--- config.mk ---
export PLATFORM = sky130hd
export DESIGN_NAME = websocket_frame_deframer_core
export DESIGN_NICKNAME = d
export VERILOG_FILES = /design/src/rtl/core/wsfd_pkg.sv /design/src/rtl/core/websocket_frame_deframer_core.sv /design/src/rtl/core/wsfd_apb_regs.sv /design/src/rtl/core/wsfd_frame_parser.sv /design/src/rtl/core/wsfd_out_reg.sv
export SDC_FILE = /design/constraint.sdc
export NUM_CORES = 1
export LEC_CHECK = 0
export ABC_AREA = 1
export BUFFER_PORTS_ARGS = -buffer_cell sky130_fd_sc_hd__buf_2
export CORE_MARGIN = 2
export CORE_UTILIZATION = 45
export CTS_CLUSTER_DIAMETER = 30
export DETAILED_ROUTE_END_ITERATION = 10
export MAX_ROUTING_LAYER = met4
export SETUP_SLACK_MARGIN = 0.1
export SLEW_MARGIN = 10
export SYNTH_ARGS = -nofsm -noshare
export SYNTH_HDL_FRONTEND = slang
export SYNTH_SLANG_ARGS = --single-unit
export TNS_END_PERCENT = 100
--- constraint.sdc ---
create_clock -name clk -period 10.4 [get_ports clk]
set_input_delay 0.52 -clock clk [delete_from_list [all_inputs] [get_ports clk]]
set_output_delay 0.52 -clock clk [all_outputs]
set_load 0.02 [all_outputs]
--- src/rtl/core/wsfd_pkg.sv ---
package wsfd_pkg;

    localparam int MAX_LEN_W = 21;
    localparam logic [MAX_LEN_W-1:0] MAX_LEN_RESET = 21'h100000;

    // register map, indexed by word address
    localparam logic REG_MAX_LEN = 1'b0;

    // parser phases
    localparam logic [2:0] PH_HDR0 = 3'd0;
    localparam logic [2:0] PH_HDR1 = 3'd1;
    localparam logic [2:0] PH_EXT  = 3'd2;
    localparam logic [2:0] PH_KEY  = 3'd3;
    localparam logic [2:0] PH_PAY  = 3'd4;

    // event codes
    localparam logic [1:0] EV_BYTE  = 2'd0;
    localparam logic [1:0] EV_EMPTY = 2'd1;
    localparam logic [1:0] EV_CLOSE = 2'd2;
    localparam logic [1:0] EV_ERROR = 2'd3;

    // control opcodes
    localparam logic [3:0] OP_CLOSE = 4'h8;
    localparam logic [3:0] OP_PING  = 4'h9;
    localparam logic [3:0] OP_PONG  = 4'hA;

    // short and long extended length markers
    localparam logic [6:0] LEN_EXT16 = 7'd126;
    localparam logic [6:0] LEN_EXT64 = 7'd127;

    typedef struct packed {
        logic [1:0] event_res;
        logic [7:0] payload_byte;
        logic       frame_is_ping;
        logic [3:0] frame_opcode;
        logic       last_byte;
    } wsfd_result_t;

endpackage

--- src/rtl/core/websocket_frame_deframer_core.sv ---
// WebSocket receive deframer: takes one stream byte per request on rx and gives at
// most one event per byte on ev (payload byte, empty frame, close, oversize error).
// A byte is taken in every clock while ev is drained; an event reaches ev through
// the input register, on which the parser works, and then the event register,
// which loads when the parser advances. When the event register is held, the parser
// stalls and rx takes at most one further byte. After close or oversize error the
// block swallows every byte until rst_n. max_frame_length sits at address 0 and
// should be written only while the block is idle. No clearing pass after reset.
module websocket_frame_deframer_core #(
    parameter int LENGTH_BITS = 64
) (
    input  logic        clk,
    input  logic        rst_n,
    input  logic        psel,
    input  logic        penable,
    input  logic        pwrite,
    input  logic [2:0]  paddr,
    input  logic [31:0] pwdata,
    output logic [31:0] prdata,
    output logic        pready,
    input  logic        rx_valid,
    output logic        rx_ready,
    input  logic [7:0]  rx_byte,
    output logic        ev_valid,
    input  logic        ev_ready,
    output logic [1:0]  event_res,
    output logic [7:0]  payload_byte,
    output logic        frame_is_ping,
    output logic [3:0]  frame_opcode,
    output logic        last_byte
);
    import wsfd_pkg::*;

    logic [MAX_LEN_W-1:0] max_len;
    logic                 in_valid_reg;
    logic [7:0]           in_byte_reg;
    logic                 out_free;
    logic                 adv;
    logic                 res_valid;
    wsfd_result_t         res;

    wsfd_apb_regs u_regs (
        .clk     (clk),
        .rst_n   (rst_n),
        .psel    (psel),
        .penable (penable),
        .pwrite  (pwrite),
        .paddr   (paddr),
        .pwdata  (pwdata),
        .prdata  (prdata),
        .pready  (pready),
        .max_len (max_len)
    );

    assign adv      = in_valid_reg && out_free;
    assign rx_ready = !in_valid_reg || adv;

    always_ff @(posedge clk or negedge rst_n)
    begin
        if (!rst_n)
        begin
            in_valid_reg <= 1'b0;
        end
        else if (rx_ready)
        begin
            in_valid_reg <= rx_valid;
        end
    end

    always_ff @(posedge clk)
    begin
        if (rx_ready && rx_valid)
        begin
            in_byte_reg <= rx_byte;
        end
    end

    wsfd_frame_parser #(
        .LENGTH_BITS (LENGTH_BITS)
    ) u_parser (
        .clk       (clk),
        .rst_n     (rst_n),
        .adv       (adv),
        .rx_byte   (in_byte_reg),
        .max_len   (max_len),
        .res_valid (res_valid),
        .res       (res)
    );

    wsfd_out_reg u_out (
        .clk           (clk),
        .rst_n         (rst_n),
        .load          (adv && res_valid),
        .res           (res),
        .ev_ready      (ev_ready),
        .free          (out_free),
        .ev_valid      (ev_valid),
        .event_res     (event_res),
        .payload_byte  (payload_byte),
        .frame_is_ping (frame_is_ping),
        .frame_opcode  (frame_opcode),
        .last_byte     (last_byte)
    );

endmodule

--- src/rtl/core/wsfd_apb_regs.sv ---
module wsfd_apb_regs (
    input  logic                           clk,
    input  logic                           rst_n,
    input  logic                           psel,
    input  logic                           penable,
    input  logic                           pwrite,
    input  logic [2:0]                     paddr,
    input  logic [31:0]                    pwdata,
    output logic [31:0]                    prdata,
    output logic                           pready,
    output logic [wsfd_pkg::MAX_LEN_W-1:0] max_len
);
    import wsfd_pkg::*;

    logic [MAX_LEN_W-1:0] max_len_reg;
    logic                 wr_max;

    // byte offset bits of the address are ignored
    assign wr_max = psel && penable && pwrite && (paddr[2] == REG_MAX_LEN);

    always_ff @(posedge clk or negedge rst_n)
    begin
        if (!rst_n)
        begin
            max_len_reg <= MAX_LEN_RESET;
        end
        else if (wr_max)
        begin
            max_len_reg <= pwdata[MAX_LEN_W-1:0];
        end
    end

    always_comb
    begin
        prdata = '0;
        if (paddr[2] == REG_MAX_LEN)
        begin
            prdata = 32'(max_len_reg);
        end
    end

    assign pready  = 1'b1;
    assign max_len = max_len_reg;

endmodule

--- src/rtl/core/wsfd_frame_parser.sv ---
module wsfd_frame_parser #(
    parameter int LENGTH_BITS = 64
) (
    input  logic                           clk,
    input  logic                           rst_n,
    input  logic                           adv,
    input  logic [7:0]                     rx_byte,
    input  logic [wsfd_pkg::MAX_LEN_W-1:0] max_len,
    output logic                           res_valid,
    output wsfd_pkg::wsfd_result_t         res
);
    import wsfd_pkg::*;

    logic [2:0]             phase_reg,    phase_next;
    logic [3:0]             opcode_reg,   opcode_next;
    logic                   masked_reg,   masked_next;
    logic [LENGTH_BITS-1:0] len_reg,      len_next;
    logic                   ovf_reg,      ovf_next;
    logic [3:0]             ext_left_reg, ext_left_next;
    logic [31:0]            key_reg,      key_next;
    logic [2:0]             key_left_reg, key_left_next;
    logic [MAX_LEN_W-1:0]   pay_left_reg, pay_left_next;
    logic [1:0]             idx_reg,      idx_next;
    logic                   stopped_reg,  stopped_next;

    logic                   len_done;
    logic [LENGTH_BITS-1:0] len_val;
    logic                   ovf_val;
    logic                   pay_start;
    logic [MAX_LEN_W-1:0]   pay_start_len;
    logic [7:0]             key_byte;

    always_comb
    begin
        phase_next    = phase_reg;
        opcode_next   = opcode_reg;
        masked_next   = masked_reg;
        len_next      = len_reg;
        ovf_next      = ovf_reg;
        ext_left_next = ext_left_reg;
        key_next      = key_reg;
        key_left_next = key_left_reg;
        pay_left_next = pay_left_reg;
        idx_next      = idx_reg;
        stopped_next  = stopped_reg;

        len_done      = 1'b0;
        len_val       = '0;
        ovf_val       = 1'b0;
        pay_start     = 1'b0;
        pay_start_len = pay_left_reg;
        key_byte      = '0;

        res_valid         = 1'b0;
        res.event_res     = EV_BYTE;
        res.payload_byte  = '0;
        res.frame_is_ping = (opcode_reg == OP_PING);
        res.frame_opcode  = opcode_reg;
        res.last_byte     = 1'b0;

        if (!stopped_reg)
        begin
            unique case (phase_reg)
                PH_HDR0:
                begin
                    opcode_next = rx_byte[3:0];
                    phase_next  = PH_HDR1;
                end
                PH_HDR1:
                begin
                    masked_next = rx_byte[7];
                    key_next    = '0;
                    ovf_next    = 1'b0;
                    if (rx_byte[6:0] == LEN_EXT16 || rx_byte[6:0] == LEN_EXT64)
                    begin
                        ext_left_next = (rx_byte[6:0] == LEN_EXT16) ? 4'd2 : 4'd8;
                        len_next      = '0;
                        phase_next    = PH_EXT;
                    end
                    else
                    begin
                        len_done = 1'b1;
                        len_val  = LENGTH_BITS'(rx_byte[6:0]);
                    end
                end
                PH_EXT:
                begin
                    // anything shifted out of the top means the length cannot be held
                    ovf_val       = ovf_reg || (len_reg[LENGTH_BITS-1 -: 8] != 8'd0);
                    len_val       = {len_reg[LENGTH_BITS-9:0], rx_byte};
                    ovf_next      = ovf_val;
                    len_next      = len_val;
                    ext_left_next = ext_left_reg - 4'd1;
                    if (ext_left_next == 4'd0)
                    begin
                        len_done = 1'b1;
                    end
                end
                PH_KEY:
                begin
                    key_next      = {key_reg[23:0], rx_byte};
                    key_left_next = key_left_reg - 3'd1;
                    if (key_left_next == 3'd0)
                    begin
                        pay_start = 1'b1;
                    end
                end
                PH_PAY:
                begin
                    unique case (idx_reg)
                        2'd0:    key_byte = key_reg[31:24];
                        2'd1:    key_byte = key_reg[23:16];
                        2'd2:    key_byte = key_reg[15:8];
                        default: key_byte = key_reg[7:0];
                    endcase
                    idx_next      = idx_reg + 2'd1;
                    pay_left_next = pay_left_reg - MAX_LEN_W'(1);
                    if (pay_left_next == '0)
                    begin
                        phase_next = PH_HDR0;
                    end
                    if (opcode_reg == OP_CLOSE)
                    begin
                        if (pay_left_next == '0)
                        begin
                            stopped_next  = 1'b1;
                            res_valid     = 1'b1;
                            res.event_res = EV_CLOSE;
                        end
                    end
                    else if (opcode_reg != OP_PONG)
                    begin
                        res_valid        = 1'b1;
                        res.event_res    = EV_BYTE;
                        res.payload_byte = rx_byte ^ key_byte;
                        res.last_byte    = (pay_left_next == '0);
                    end
                end
                default:
                begin
                    phase_next = PH_HDR0;
                end
            endcase

            // full length known: range check, then key or payload
            if (len_done)
            begin
                if (ovf_val || (len_val > LENGTH_BITS'(max_len)))
                begin
                    stopped_next  = 1'b1;
                    res_valid     = 1'b1;
                    res.event_res = EV_ERROR;
                end
                else
                begin
                    pay_left_next = len_val[MAX_LEN_W-1:0];
                    idx_next      = '0;
                    if (masked_next)
                    begin
                        key_left_next = 3'd4;
                        phase_next    = PH_KEY;
                    end
                    else
                    begin
                        pay_start     = 1'b1;
                        pay_start_len = len_val[MAX_LEN_W-1:0];
                    end
                end
            end

            // header complete: payload follows, or the frame ends here
            if (pay_start)
            begin
                if (pay_start_len != '0)
                begin
                    phase_next = PH_PAY;
                end
                else
                begin
                    phase_next = PH_HDR0;
                    if (opcode_reg == OP_CLOSE)
                    begin
                        stopped_next  = 1'b1;
                        res_valid     = 1'b1;
                        res.event_res = EV_CLOSE;
                    end
                    else if (opcode_reg != OP_PONG)
                    begin
                        res_valid     = 1'b1;
                        res.event_res = EV_EMPTY;
                    end
                end
            end
        end
    end

    always_ff @(posedge clk or negedge rst_n)
    begin
        if (!rst_n)
        begin
            phase_reg    <= PH_HDR0;
            opcode_reg   <= '0;
            masked_reg   <= 1'b0;
            len_reg      <= '0;
            ovf_reg      <= 1'b0;
            ext_left_reg <= '0;
            key_reg      <= '0;
            key_left_reg <= '0;
            pay_left_reg <= '0;
            idx_reg      <= '0;
            stopped_reg  <= 1'b0;
        end
        else if (adv)
        begin
            phase_reg    <= phase_next;
            opcode_reg   <= opcode_next;
            masked_reg   <= masked_next;
            len_reg      <= len_next;
            ovf_reg      <= ovf_next;
            ext_left_reg <= ext_left_next;
            key_reg      <= key_next;
            key_left_reg <= key_left_next;
            pay_left_reg <= pay_left_next;
            idx_reg      <= idx_next;
            stopped_reg  <= stopped_next;
        end
    end

endmodule

--- src/rtl/core/wsfd_out_reg.sv ---
module wsfd_out_reg (
    input  logic                   clk,
    input  logic                   rst_n,
    input  logic                   load,
    input  wsfd_pkg::wsfd_result_t res,
    input  logic                   ev_ready,
    output logic                   free,
    output logic                   ev_valid,
    output logic [1:0]             event_res,
    output logic [7:0]             payload_byte,
    output logic                   frame_is_ping,
    output logic [3:0]             frame_opcode,
    output logic                   last_byte
);
    import wsfd_pkg::*;

    logic         valid_reg;
    wsfd_result_t data_reg;

    // a held event blocks the parser until it is taken
    assign free = !valid_reg || ev_ready;

    always_ff @(posedge clk or negedge rst_n)
    begin
        if (!rst_n)
        begin
            valid_reg <= 1'b0;
        end
        else if (free)
        begin
            valid_reg <= load;
        end
    end

    always_ff @(posedge clk)
    begin
        if (free && load)
        begin
            data_reg <= res;
        end
    end

    assign ev_valid      = valid_reg;
    assign event_res     = data_reg.event_res;
    assign payload_byte  = data_reg.payload_byte;
    assign frame_is_ping = data_reg.frame_is_ping;
    assign frame_opcode  = data_reg.frame_opcode;
    assign last_byte     = data_reg.last_byte;

endmodule

Yosys cells after proc, flatten, opt, wreduce, memory -nomap -nowiden
Cells that the tools add are included.
Widths: inputs -> output; s select.
{"block": "classes", "addsub": 4, "multipliers": 0, "div_mod_pow": 0, "n_lt_le_gt_ge": 1, "n_eq_ne": 12, "shifts": 0, "muxes": 80, "bitwise": 5, "reduce_logical": 30}
{"op": "$pmux 64 s2", "n": 2}
{"op": "$mux 21", "n": 8}
{"op": "$mux 64", "n": 2}
{"op": "$gt 64x21->1", "n": 1}
{"op": "$pmux 32 s2", "n": 1}
{"op": "$mux 3", "n": 11}
{"op": "$mux 1", "n": 32}
{"op": "$mux 8", "n": 4}
{"op": "$pmux 8 s3", "n": 1}
{"op": "$mux 2", "n": 11}
{"op": "$logic_not 21->1", "n": 1}
{"op": "$reduce_bool 21->1", "n": 1}
{"op": "$sub 21x1->21 const B", "n": 1}
{"op": "$eq 7x7->1 const B", "n": 2}
{"op": "$pmux 3 s4", "n": 1}
{"op": "$mux 10", "n": 1}
{"op": "$reduce_and 3->1", "n": 3}
{"op": "$eq 4x4->1 const B", "n": 2}
{"op": "$mux 4", "n": 2}
{"op": "$pmux 4 s2", "n": 1}
{"op": "$reduce_bool 8->1", "n": 1}
{"op": "$xor 8x8->8", "n": 1}
{"op": "$logic_and 1x1->1", "n": 7}
{"op": "$mux 7", "n": 1}
{"op": "22 further kinds", "n": 34}
{"block": "word_totals", "register_bits": 183, "latchBits": 0, "ramBits": 0, "rom_bits": 0, "inputBits": 50, "output_inout_bits": 51, "elab_cells": 152, "mem_count": 0}

Logic depth before layout (Yosys ltp)
Gate-level depths: netlist of the first run.
{"block": "logic_depth", "depth_word": 16, "depth_mapped": 24, "ltp_nobuf": 24}

Cells and area by module
From an unflattened synthesis of the first run, not the netlist that was laid out.
{"block": "hier_totals", "hier_cells": 1203, "area_unflattened_um2": 9819.4}
{"mod": "wsfd_frame_parser", "n_inst": 1, "cells_each": 1010, "area_each_um2": 7875.1, "seq_area_each_um2": 3403.3}
{"mod": "wsfd_apb_regs", "n_inst": 1, "cells_each": 153, "area_each_um2": 1116.1, "seq_area_each_um2": 526.8}
{"mod": "wsfd_out_reg", "n_inst": 1, "cells_each": 22, "area_each_um2": 525.5, "seq_area_each_um2": 505.5}
{"mod": "websocket_frame_deframer_core", "n_inst": 1, "cells_each": 18, "area_each_um2": 302.8, "seq_area_each_um2": 265.3}

Least setup slack after synthesis of the first run
Ideal clock, no wire load.
{"block": "synth_timing", "path_type": "reg-to-reg", "from": "reg u_parser.phase_reg[0]", "to": "reg u_out.data_reg (netlist bit u_out.event_res[0]), enable pin", "setup_ps": 364, "arrival_ps": 3110, "required_ps": 10036, "setup_slack_ps": 6927, "stages_incl_launch_ff": 25, "path_buffers": 0, "synth_period_minus_slack_ps": 3473, "path_cell_list": "dfrtp_1 -> inv_2 -> nor2_2 -> nand2_1 -> nor2_1 -> inv_1 -> nand2_1 -> inv_1 -> nor2_1 -> inv_1 -> ha_1 -> nand2_1 -> nor2_1 -> nand2_1 -> nor3_1 -> nand3_1 -> nand2_1 -> nand3_1 -> nor3_4 -> nand2_1 -> nand2_1 -> nand3_2 -> nand3_1 -> nand2_1 -> inv_1"}
{"block": "synth_via", "elab_chain_len": 14, "word_cells_on_any_way": 34, "cone_classes": "order compare (1); eq/ne (4); mux (25); reduce/logical (4)"}
{"element": "start: declaration", "line": "wsfd_frame_parser.sv:14", "source": "logic [2:0] phase_reg, phase_next;"}
{"element": "start signal: assignment", "line": "wsfd_frame_parser.sv:215", "source": "phase_reg <= phase_next;"}
{"element": "$eq 3x2->1 or $eq 3x1->1 (tied branches)", "line": "wsfd_frame_parser.sv:63", "source": "unique case (phase_reg)"}
{"element": "$pmux 64 s2", "line": "wsfd_frame_parser.sv:63"}
{"element": "$mux 64", "line": "wsfd_frame_parser.sv:61", "source": "if (!stopped_reg)"}
{"element": "$gt 64x21->1", "line": "wsfd_frame_parser.sv:148", "source": "if (ovf_val || (len_val > LENGTH_BITS'(max_len)))"}
{"element": "$logic_or 1x1->1", "line": "wsfd_frame_parser.sv:148"}
{"element": "$mux 21 or $mux 1 (tied branches)", "line": "wsfd_frame_parser.sv:148"}
{"element": "$mux 21 or $mux 1 (tied branches)", "line": "wsfd_frame_parser.sv:146", "source": "if (len_done)"}
{"element": "$mux 21 or $mux 1 (tied branches)", "line": "wsfd_frame_parser.sv:61, wsfd_frame_parser.sv:187"}
{"element": "$reduce_bool 21->1 or $mux 1 (tied branches)", "line": "wsfd_frame_parser.sv:174, wsfd_frame_parser.sv:181"}
{"element": "$mux 1", "line": "wsfd_frame_parser.sv:174", "source": "if (pay_start_len != '0)"}
{"element": "$mux 1 *", "line": "wsfd_frame_parser.sv:172", "source": "if (pay_start)"}
{"element": "$mux 1 *", "line": "wsfd_frame_parser.sv:61"}
{"element": "$logic_and 1x1->1 *", "line": "websocket_frame_deframer_core.sv:93", "source": ".load (adv && res_valid),"}
{"element": "$logic_and 1x1->1 *", "line": "wsfd_out_reg.sv:37", "source": "if (free && load)"}
{"element": "end signal: assignment", "line": "wsfd_out_reg.sv:39", "source": "data_reg <= res;"}
{"element": "end: declaration", "line": "wsfd_out_reg.sv:18", "source": "wsfd_result_t data_reg;"}
Every way passes the cells marked *; elsewhere a longest branch is shown, timed or not. The select of a mux whose other input is x is not followed.
A chain may end at the register's enable or synchronous reset.

Worst setup path after layout of the first run
{"block": "layout_timing", "from": "reg in_byte_reg[1]", "to": "reg u_out.data_reg (netlist bit u_out.payload_byte[4]), enable pin"}
{"block": "layout_via", "elab_chain_len": 16, "word_cells_on_any_way": 28, "cone_classes": "order compare (1); eq/ne (2); mux (20); reduce/logical (5)"}
{"element": "start: declaration", "line": "websocket_frame_deframer_core.sv:36", "source": "logic [7:0] in_byte_reg;"}
{"element": "start signal: assignment", "line": "websocket_frame_deframer_core.sv:74", "source": "in_byte_reg <= rx_byte;"}
{"element": "$eq 7x7->1", "line": "wsfd_frame_parser.sv:74", "source": "if (rx_byte[6:0] == LEN_EXT16 || rx_byte[6:0] == LEN_EXT64)"}
{"element": "$logic_or 1x1->1", "line": "wsfd_frame_parser.sv:74"}
{"element": "$mux 7", "line": "wsfd_frame_parser.sv:74"}
{"element": "$pmux 64 s2", "line": "wsfd_frame_parser.sv:63"}
{"element": "$mux 64", "line": "wsfd_frame_parser.sv:61"}
{"element": "$gt 64x21->1", "line": "wsfd_frame_parser.sv:148"}
{"element": "$logic_or 1x1->1", "line": "wsfd_frame_parser.sv:148"}
{"element": "$mux 21 or $mux 1 (tied branches)", "line": "wsfd_frame_parser.sv:148"}
{"element": "$mux 21 or $mux 1 (tied branches)", "line": "wsfd_frame_parser.sv:146"}
{"element": "$mux 21 or $mux 1 (tied branches)", "line": "wsfd_frame_parser.sv:61, wsfd_frame_parser.sv:187"}
{"element": "$reduce_bool 21->1 or $mux 1 (tied branches)", "line": "wsfd_frame_parser.sv:174, wsfd_frame_parser.sv:181"}
{"element": "$mux 1", "line": "wsfd_frame_parser.sv:174"}
{"element": "$mux 1 *", "line": "wsfd_frame_parser.sv:172"}
{"element": "$mux 1 *", "line": "wsfd_frame_parser.sv:61"}
{"element": "$logic_and 1x1->1 *", "line": "websocket_frame_deframer_core.sv:93"}
{"element": "$logic_and 1x1->1 *", "line": "wsfd_out_reg.sv:37"}
Marked as above.

==> results of run 1 <==
-- cell type report --
type                    count  share of cell area, %
well taps                 275                   3.19
clock inverters            12                   1.17
repair buffers             85                   4.23
multi-input cells         776                   37.7
clock buffers              20                   4.14
inverters                 175                   6.08
flip-flops and latches    183                   43.5
-- final timing paths --
kind,to,cells past startpoint,from,slack (ps)
worst max-delay path,u_out.payload_byte[4],24,in_byte_reg[1],5490
worst min-delay path,u_parser.key_reg[22],1,rst_n,180
worst max register to register,u_out.payload_byte[4],24,in_byte_reg[1],5490
worst min register to register,u_out.frame_opcode[3],0,u_parser.opcode_reg[3],460
max in group asynchronous,u_parser.len_reg[49],2,rst_n,8860
min in group clk,in_byte_reg[2],1,rx_byte[2],260
-- cell usage after synthesis (all sizes together), types with 3 or more instances --
master | instances | area share (%)
nor3 | 13 | 0.79
edfxtp | 24 | 7.4
clkbuf | 37 | 1.4
inv | 174 | 6.7
o31ai | 24 | 1.9
nor2 | 138 | 5.5
nand2 | 180 | 7.0
nor4 | 4 | 0.26
buf | 24 | 1.9
ha | 31 | 4.0
o21a | 11 | 0.85
a21oi | 72 | 3.7
o211ai | 7 | 0.68
xor2 | 12 | 1.1
o21bai | 3 | 0.23
nand4 | 13 | 0.84
o21ai | 146 | 7.6
nand3 | 51 | 2.9
dfrtp | 158 | 41
o22ai | 44 | 2.8
-- power by group through the flow --
stage | clock network (mW) | logic (mW) | registers (mW)
after global placement | 0 | 0.103 | 0.762
after CTS | 0.653 | 0.105 | 0.748
final | 0.640 | 0.103 | 0.749
after detailed placement | 0 | 0.104 | 0.762
after floorplan | 0 | 0.0644 | 0.761
after global routing | 0.681 | 0.119 | 0.750
-- kinds of logic (layout without fill, tap and decap cells) --
logic type	count (synthesis)	count (layout)	share of synthesized area, %
compound gates	314	314	18.3
xor+xnor	14	14	1.27
fa+ha+maj	31	31	4.00
buf+inv	236	292	10.1
flops	183	183	48.5
other cells	2	12	0.0775
simple gates	405	405	17.8
-- critical path, cell delays in order (launching register included) --
cell	delay [ps]
edfxtp_1	440
inv_1	260
nor3_1	170
nor2_1	370
inv_1	80
nand2_1	180
inv_1	190
nor2_1	210
inv_1	70
ha_1	270
nand2_1	50
nor2_1	140
nand2_1	70
nor3_1	160
nand3_1	100
nand2_1	100
nand3_1	140
nor3_4	130
buf_4	350
nand2_1	120
nand2_1	160
nand3_2	100
nand3_1	90
nand2_1	80
inv_1	490
-- placed cells by master, fill, tap and decap left out, types with 24 or more instances in the layout --
cell type and instances:
nand2_1 179, inv_1 170, dfrtp_1 158, nor2_1 132, o21ai_0 126, buf_2 74
a21oi_1 72, nand3_1 48, o22ai_1 44, ha_1 31, o31ai_1 24, edfxtp_1 24
-- metal layers --
metal / GRT usage, % / part of all wire [%] / vias up
met2: 35.1 / 46 / 220
met1: 31.2 / 48 / 3734
li1: - / - / 4011
met3: 3.76 / 5.2 / 24
met5: - / 0 / -
met4: 5.61 / 1.4 / 0
-- stage by stage --
step | std cells | worst slack (ps)
2_1_floorplan | 1195 | 6930
5_1_grt | 1526 | 5090
4_1_cts | 1526 | 5480
3_3_place_gp | 1494 | 5590
6_report | 1526 | 5490
3_5_place_dp | 1494 | 5510
==> reports/results.tsv, run 1 <==
metric	value	unit
status	finished clean	
seq_area	0.00470	mm²
synthesis.area	0.00969	mm²
cts_resized	0	
dp_hpwl	16200	µm
hold_buffers	0	
ant_nets	0	
synth_edf_count	24	
pwr-share-comb	6.9	%
switching_share	24.1	%
drv_slew	0	
cts_tree	built	
die_w	151	µm
grt.total_usage	22.6	%
cts.path.max_buffers	2	
fin_worst_skew	11.0	ps
setup_viol	0	
largest_reg_flops	64	
p_clk_share	42.9	%
drc_errors	0	
p_int	1.13	mW
synthToLayoutAreaGrowth	11.5	%
grt_pass1_vias	7548	
drive_gt1_share	10.7	%
period_minus_slack	4910	ps
ys.flop_type	dfrtp_1	
total_power	1.49	mW
ys_warn_count	0	
io_buffers	75	
holdWs	184	ps
nNetsFinal	1319	
cp-end-kind	register	
drt_iter0_markers	582	
hold_path_class	primary input to async pin	
irDropWorstVdd	97.0	µV
filler_cell_count	2064	
cts_buffers	17	
grt_pass1_wl	39000	µm
postCtsSetupRepairBufs	0	
wl_per_cell	15.5	µm
drv_cap	0	
antenna_cells	0	
stdcell_area	0.0108	mm²
seq_area_frac_synth	48.5	%
crit_fanout	30	
via_per_inst	5.24	
clock-sinks	183	
antenna_found_initial	0	
worst_pin_slew	1070	ps
min_period_over_period	47.2	%
gp_congestion	0.906	
setup.worst_path.start_class	register	
path_clk_slew	70	ps
start_util	46.0	%
dr_total_vias	7989	
pwr-share-seq	50.2	%
hold_viol	0	
num_rows	53	
htreeDepth	4	
critPathRequiredTime	10470	ps
ys_seq_elements	183	
fp.dieH	151	µm
crit_type	register to register	
async_flop_share	86.9	%
routed_wl	23700	µm
dieArea	0.0227	mm²
power.switching	0.360	mW
relSlewSlack	28.8	%
drtPass1Iterations	5	
overflow	0	
placed_area	0.0102	mm²
postSynthAreaPerCell	8.18	µm²
fmax	0.204	GHz
ios	101	
fin_util	51.2	%
grt_start_max_net_pins	101	
multiInputGateArea	0.00407	mm²
fin_tns_setup	0	ps
rsz0062_at_grt	false	
crit_arrival	4970	ps
synth_cell_types	46	
netlist_instances	1185	
clock-root-buffer	clkbuf_16	
fp.coreArea	0.0211	mm²
p_leak	5.36	nW
p_per_area	138	mW/mm²
clk-insertion-delay-late	430	ps
No activity file was read; power rests on OpenSTA's default activity.
==> run 2: changes to the inputs <==
- PLACE_DENSITY: unset -> 0.66
- clock period: 10.4 -> 4.35 ns (I/O delays scaled with it)
==> reports/results.tsv, run 2 (synthesized netlist as in run 1, its figures left out) <==
metric	value	unit	change
p_leak	5.47	nW	+2.1%
grt_pass1_wl	39100	µm	+0.11%
crit_type	register to register		
grt_pass1_vias	7741		+2.6%
drt_iter0_markers	658		+13%
r2r_start	in_byte_reg[1]		
clock-root-buffer	clkbuf_16		
largest_reg_flops	64		unchanged
crit_chain	inv_1, nor3_1, buf_4, nor2_1, inv_1, nand2_1, inv_2, nor2_1, ha_1, nand2_1, nor2_1, nand2_1, nor3_1, nand3_1, nand2_1, nand3_1, nor3_4, buf_4, o211ai_4, nand3_2, nand3_1, nand2_1, inv_1, buf_12		
via_per_inst	5.27		+0.71%
filler_cell_count	2041		-1.1%
fp.coreArea	0.0211	mm²	unchanged
ant_nets	0		unchanged
status	finished clean		
cts_tree	built		
stdcell_count	1550		+1.6%
seq_area	0.00470	mm²	about the same
cp-end-kind	register		
fin_worst_skew	15.4	ps	+4.40 ps
setup.worst_path.start_class	register		
rrSetupSlack	520	ps	-4970 ps
multiInputGateArea	0.00406	mm²	-0.15%
drv_cap	0		unchanged
holdCritStartpoint	pwdata[20]		
die_w	151	µm	unchanged
drc_errors	0		unchanged
nNetsFinal	1343		+1.8%
ios	101		unchanged
critPathRequiredTime	4550	ps	-5920 ps
mostFrequentLayoutCell	nand2_1		
antenna_found_initial	0		unchanged
relSlewSlack	32.8	%	+4.1 points
synthToLayoutAreaGrowth	13.6	%	
period_minus_slack	3830	ps	-1080 ps
routed_wl	23700	µm	+0.12%
worst_pin_slew	1010	ps	-60.9 ps
p_per_area	326	mW/mm²	+140%
postCtsSetupRepairBufs	0		unchanged
setup_viol	0		unchanged
path_clk_slew	70	ps	about the same
worst_path_most_repeated_cell	nand2_1		
crit_path_top_delay_cell	edfxtp_1		
drive_gt1_share	11.8	%	+1.1 points
clk-insertion-delay-late	440	ps	about the same
start_util	46.0	%	unchanged
mostFrequentLayoutCells	nand2_1, inv_1, dfrtp_1		
crit_arrival	4030	ps	-940 ps
hold_path_class	primary input to register		
dr_total_vias	8172		+2.3%
fin_tns_setup	0	ps	unchanged
htreeDepth	4		unchanged
holdPathStages	3		
rr_worst_depth	24		unchanged
fp.dieH	151	µm	unchanged
cts_buffers	17		unchanged
max_stage_delay	400	ps	-90 ps
cts.path.max_buffers	2		unchanged
grt_start_max_net_pins	98		-3.0%
irDropWorstVdd	231	µV	+140%
gp_congestion	0.930		+2.6%
clock-sinks	183		unchanged
antenna_cells	0		unchanged
fmax	0.261	GHz	+28%
dieArea	0.0227	mm²	unchanged
hold_end	u_regs.max_len[20]		
io_buffers	75		unchanged
crit_fanout	16		-47%
overflow	0		unchanged
min_period_over_period	88.0	%	+41 points
rr_endpoint	u_out.payload_byte[7]		
wl_per_cell	15.3	µm	-1.4%
hold_viol	0		unchanged
drv_slew	0		unchanged
num_rows	53		unchanged
rsz0062_at_grt	false		
drtPass1Iterations	6		+1
grt.total_usage	22.5	%	-0.092 points
dp_cells	1509		+1.0%
dp_hpwl	16700	µm	+2.8%
==> run 2: changes by cell type in the layout (fill, tap and decap cells not counted), sizes merged <==
cell,change
clkbuf,-1
buf,+15
inv,+5
dlygate4sd3,+9
clkinv,-6
clkinvlp,+2
==> run 2: layer usage <==
metal | vias up | wire, µm | share of wire [%] | track usage [%]
met5 | - | 0 | 0 | -
met4 | 0 | 405 | 1.7 | 7.15
met3 | 34 | 1320 | 5.6 | 3.45
met2 | 260 | 10700 | 45 | 34.5
met1 | 3814 | 11300 | 48 | 31.0
li1 | 4064 | - | - | -
==> run 2: final cells by class <==
| type | count | share of cell area [%] |
|---|---|---|
| sequential | 183 | 42.7 |
| multi-input combinational | 776 | 36.9 |
| timing repair buffer | 109 | 6.10 |
| inverter | 175 | 5.96 |
| clock buffer | 19 | 3.93 |
| tap | 275 | 3.12 |
| clock inverter | 13 | 1.30 |
==> run 2: metrics by stage <==
step                setup slack (ps)  hold slack [ps]  power (mW)  instance area (µm²)  utilization (%)
floorplan                        877            -78.1        1.97                 9730                -
global placement                 544              390        2.07                10300             49.1
detailed placement               504              391        2.08                10300             49.1
CTS                              475            0.199        3.62                11000             52.2
global route                     149             27.0        3.72                11000             52.2
finish                           520             22.2        3.59                11000             52.2
==> run 2: power breakdown <==
| part | internal [mW] | leakage (nW) | total, mW | switching, mW |
|---|---|---|---|---|
| sequential | 1.77 | 1.91 | 1.79 | 0.0153 |
| clock | 0.855 | 0.276 | 1.54 | 0.685 |
| combinational | 0.0784 | 3.28 | 0.261 | 0.182 |
| total | 2.71 | 5.47 | 3.59 | 0.883 |
==> run 2: what timing repair did <==
action / 4_1_cts / 5_1_grt
endpoints found under the hold margin: 103 / 0
gates resized for setup: 0 / 2
setup endpoints to repair: 0 / 13
hold buffers: 9 / 0
==> run 2: worst max-delay path by stage <==
stage | startpoint | end | slack (ps) | cells after the start
floorplan | u_parser.phase_reg[0] | u_out.event_res[0] | 880 | 24
global placement | u_parser.phase_reg[0] | u_out.payload_byte[5] | 540 | 25
detailed placement | u_parser.phase_reg[0] | u_out.payload_byte[7] | 500 | 25
CTS | u_parser.phase_reg[0] | u_out.payload_byte[3] | 480 | 25
global route | in_byte_reg[3] | u_out.payload_byte[3] | 150 | 24
finish | in_byte_reg[1] | u_out.payload_byte[7] | 520 | 24
==> run 2: worst max-delay path, delay by kind of cell (launching register included) <==
| kind | cells | cell delay (ps) |
|---|---|---|
| adders and majority gates | 1 | 330 |
| DFF | 1 | 400 |
| buffers and inverters | 7 | 990 |
| and+or+nand+nor | 15 | 1740 |
| AOI/OAI and AO/OA | 1 | 130 |
==> run 3: changes to the inputs <==
- BUFFER_PORTS_ARGS: -buffer_cell sky130_fd_sc_hd__buf_2 -> unset
- DONT_BUFFER_PORTS: unset -> 1
- PLACE_DENSITY: 0.66 -> unset
==> reports/results.tsv, run 3 (synthesized netlist as in run 1, its figures left out) <==
metric	value	unit	change
status	finished clean		
drv_cap	0		unchanged
grt_start_max_net_pins	160		+63%
gp_congestion	0.933		+0.31%
dr_total_vias	8015		-1.9%
clk-insertion-delay-late	430	ps	about the same
routed_wl	24700	µm	+4.1%
crit_fanout	28		+12
dp_hpwl	16700	µm	+0.43%
largest_reg_flops	64		unchanged
cts_tree	built		
p_per_area	330	mW/mm²	+1.4%
fin_worst_skew	11.9	ps	-3.50 ps
critPathRequiredTime	4650	ps	+100 ps
total_power	3.61	mW	+0.42%
p_leak	5.26	nW	-3.8%
via_per_inst	5.34		+1.3%
io_buffers	0		-100%
grt_pass1_wl	40300	µm	+3.3%
holdCritStartpoint	pwrite		
fin_tns_setup	0	ps	unchanged
crit_start	u_parser.phase_reg[0]		
crit_chain	inv_2, nor2_2, nand2_1, nor2_1, inv_1, nand2_1, inv_2, nor2_2, inv_1, ha_1, nand2_1, nor2_1, nand2_1, nor3_1, nand3_1, nand2_1, nand3_1, nor3_4, buf_4, inv_2, o21ai_0, o22ai_1		
relSlewSlack	38.3	%	+5.5 points
drtPass1Iterations	5		-1
drive_gt1_share	6.69	%	-5.1 points
rr_worst_depth	22		-8.3%
antenna_cells	0		unchanged
mostFrequentLayoutCells	nand2_1, inv_1, dfrtp_1		
rrSetupSlack	470	ps	-50 ps
hold_path_class	primary input to register		
holdWs	54.6	ps	+32.4 ps
rr_endpoint	u_parser.pay_left_reg[2]		
ios	101		unchanged
min_period_over_period	89.1	%	+1.1 points
cp-end-kind	register		
dieArea	0.0227	mm²	unchanged
stdcell_area	0.0109	mm²	-0.92%
worst_path_most_repeated_cell	nand2_1		
fp.coreArea	0.0211	mm²	unchanged
overflow	0		unchanged
max_stage_delay	450	ps	+50 ps
cts.path.max_buffers	2		unchanged
num_rows	53		unchanged
rsz0062_at_grt	false		
nNetsFinal	1293		-3.7%
drt_iter0_markers	631		-4.1%
path_clk_slew	70	ps	about the same
cts_buffers	17		unchanged
holdPathStages	2		-1
synthToLayoutAreaGrowth	12.6	%	
die_w	151	µm	unchanged
crit_arrival	4180	ps	+150 ps
setup.worst_path.start_class	register		
htreeDepth	4		unchanged
grt.total_usage	23.5	%	+0.94 points
ant_nets	0		unchanged
grt_pass1_vias	7718		-0.30%
wl_per_cell	16.4	µm	+7.5%
crit_path_top_delay_cell	dfrtp_2		
drv_slew	0		unchanged
hold_viol	0		unchanged
r2r_start	u_parser.phase_reg[0]		
start_util	46.0	%	unchanged
mostFrequentLayoutCell	nand2_1		
clock-sinks	183		unchanged
drc_errors	0		unchanged
irDropWorstVdd	260	µV	+13%
period_minus_slack	3880	ps	+46.9 ps
antenna_found_initial	0		unchanged
critical_path.endpoint	u_parser.pay_left_reg[2]		
fp.dieH	151	µm	unchanged
crit_type	register to register		
placed_area	0.00995	mm²	-3.9%
setup_viol	0		unchanged
fmax	0.258	GHz	-1.2%
worst_pin_slew	924	ps	-81.6 ps
clock-root-buffer	clkbuf_16		
[run 3: timing repair]
item	in CTS	in global routing
setup buffers	0	2
gates resized for setup	0	5
setup endpoints to repair	0	23
endpoints found under the hold margin	190	0
hold buffers	33	0
[run 3: worst min path at each step]
stage and endpoint:
3_3_place_gp u_parser.len_reg[58], 6_report u_regs.max_len[20], 2_1_floorplan in_valid_reg, 3_5_place_dp u_parser.len_reg[58], 5_1_grt u_regs.max_len[20], 4_1_cts u_regs.max_len[20]
[run 3: area by class of cell]
type | count | area (µm²)
timing repair buffer | 59 | 556
clock buffer | 20 | 457
fill | 1990 | 10200
inverter | 175 | 661
clock inverter | 12 | 128
multi-input combinational | 776 | 4070
sequential | 183 | 4700
tap | 275 | 344
[run 3: power breakdown]
part | leakage [nW] | switching (mW) | internal, mW | total, mW
registers | 1.91 | 0.0148 | 1.77 | 1.79
clock network | 0.293 | 0.730 | 0.844 | 1.57
logic | 3.06 | 0.176 | 0.0676 | 0.244
[run 3: worst max-delay path, delay by kind of cell, from the launching register on]
family / cells / cell delay, ps
flops: 1 / 450
buf+inv: 6 / 860
compound gates: 2 / 490
fa+ha+maj: 1 / 270
simple gates: 13 / 1680
[run 3: layer usage]
metal	GRT usage [%]	vias up	part of all wire, %
met2	35.4	210	45
met4	7.62	0	2.3
met1	32.3	3807	48
li1	-	3963	-
met3	4.21	35	4.4
met5	-	-	0
[run 3: per-stage QoR]
| step | instances | utilization (%) | worst slack [ps] |
|---|---|---|---|
| after global routing | 1500 | 51.8 | 140 |
| after detailed placement | 1433 | 47.2 | 156 |
| final | 1500 | 51.8 | 473 |
| after floorplan | 1195 | - | 877 |
| after CTS | 1498 | 51.6 | 102 |
| after global placement | 1433 | 47.2 | 262 |
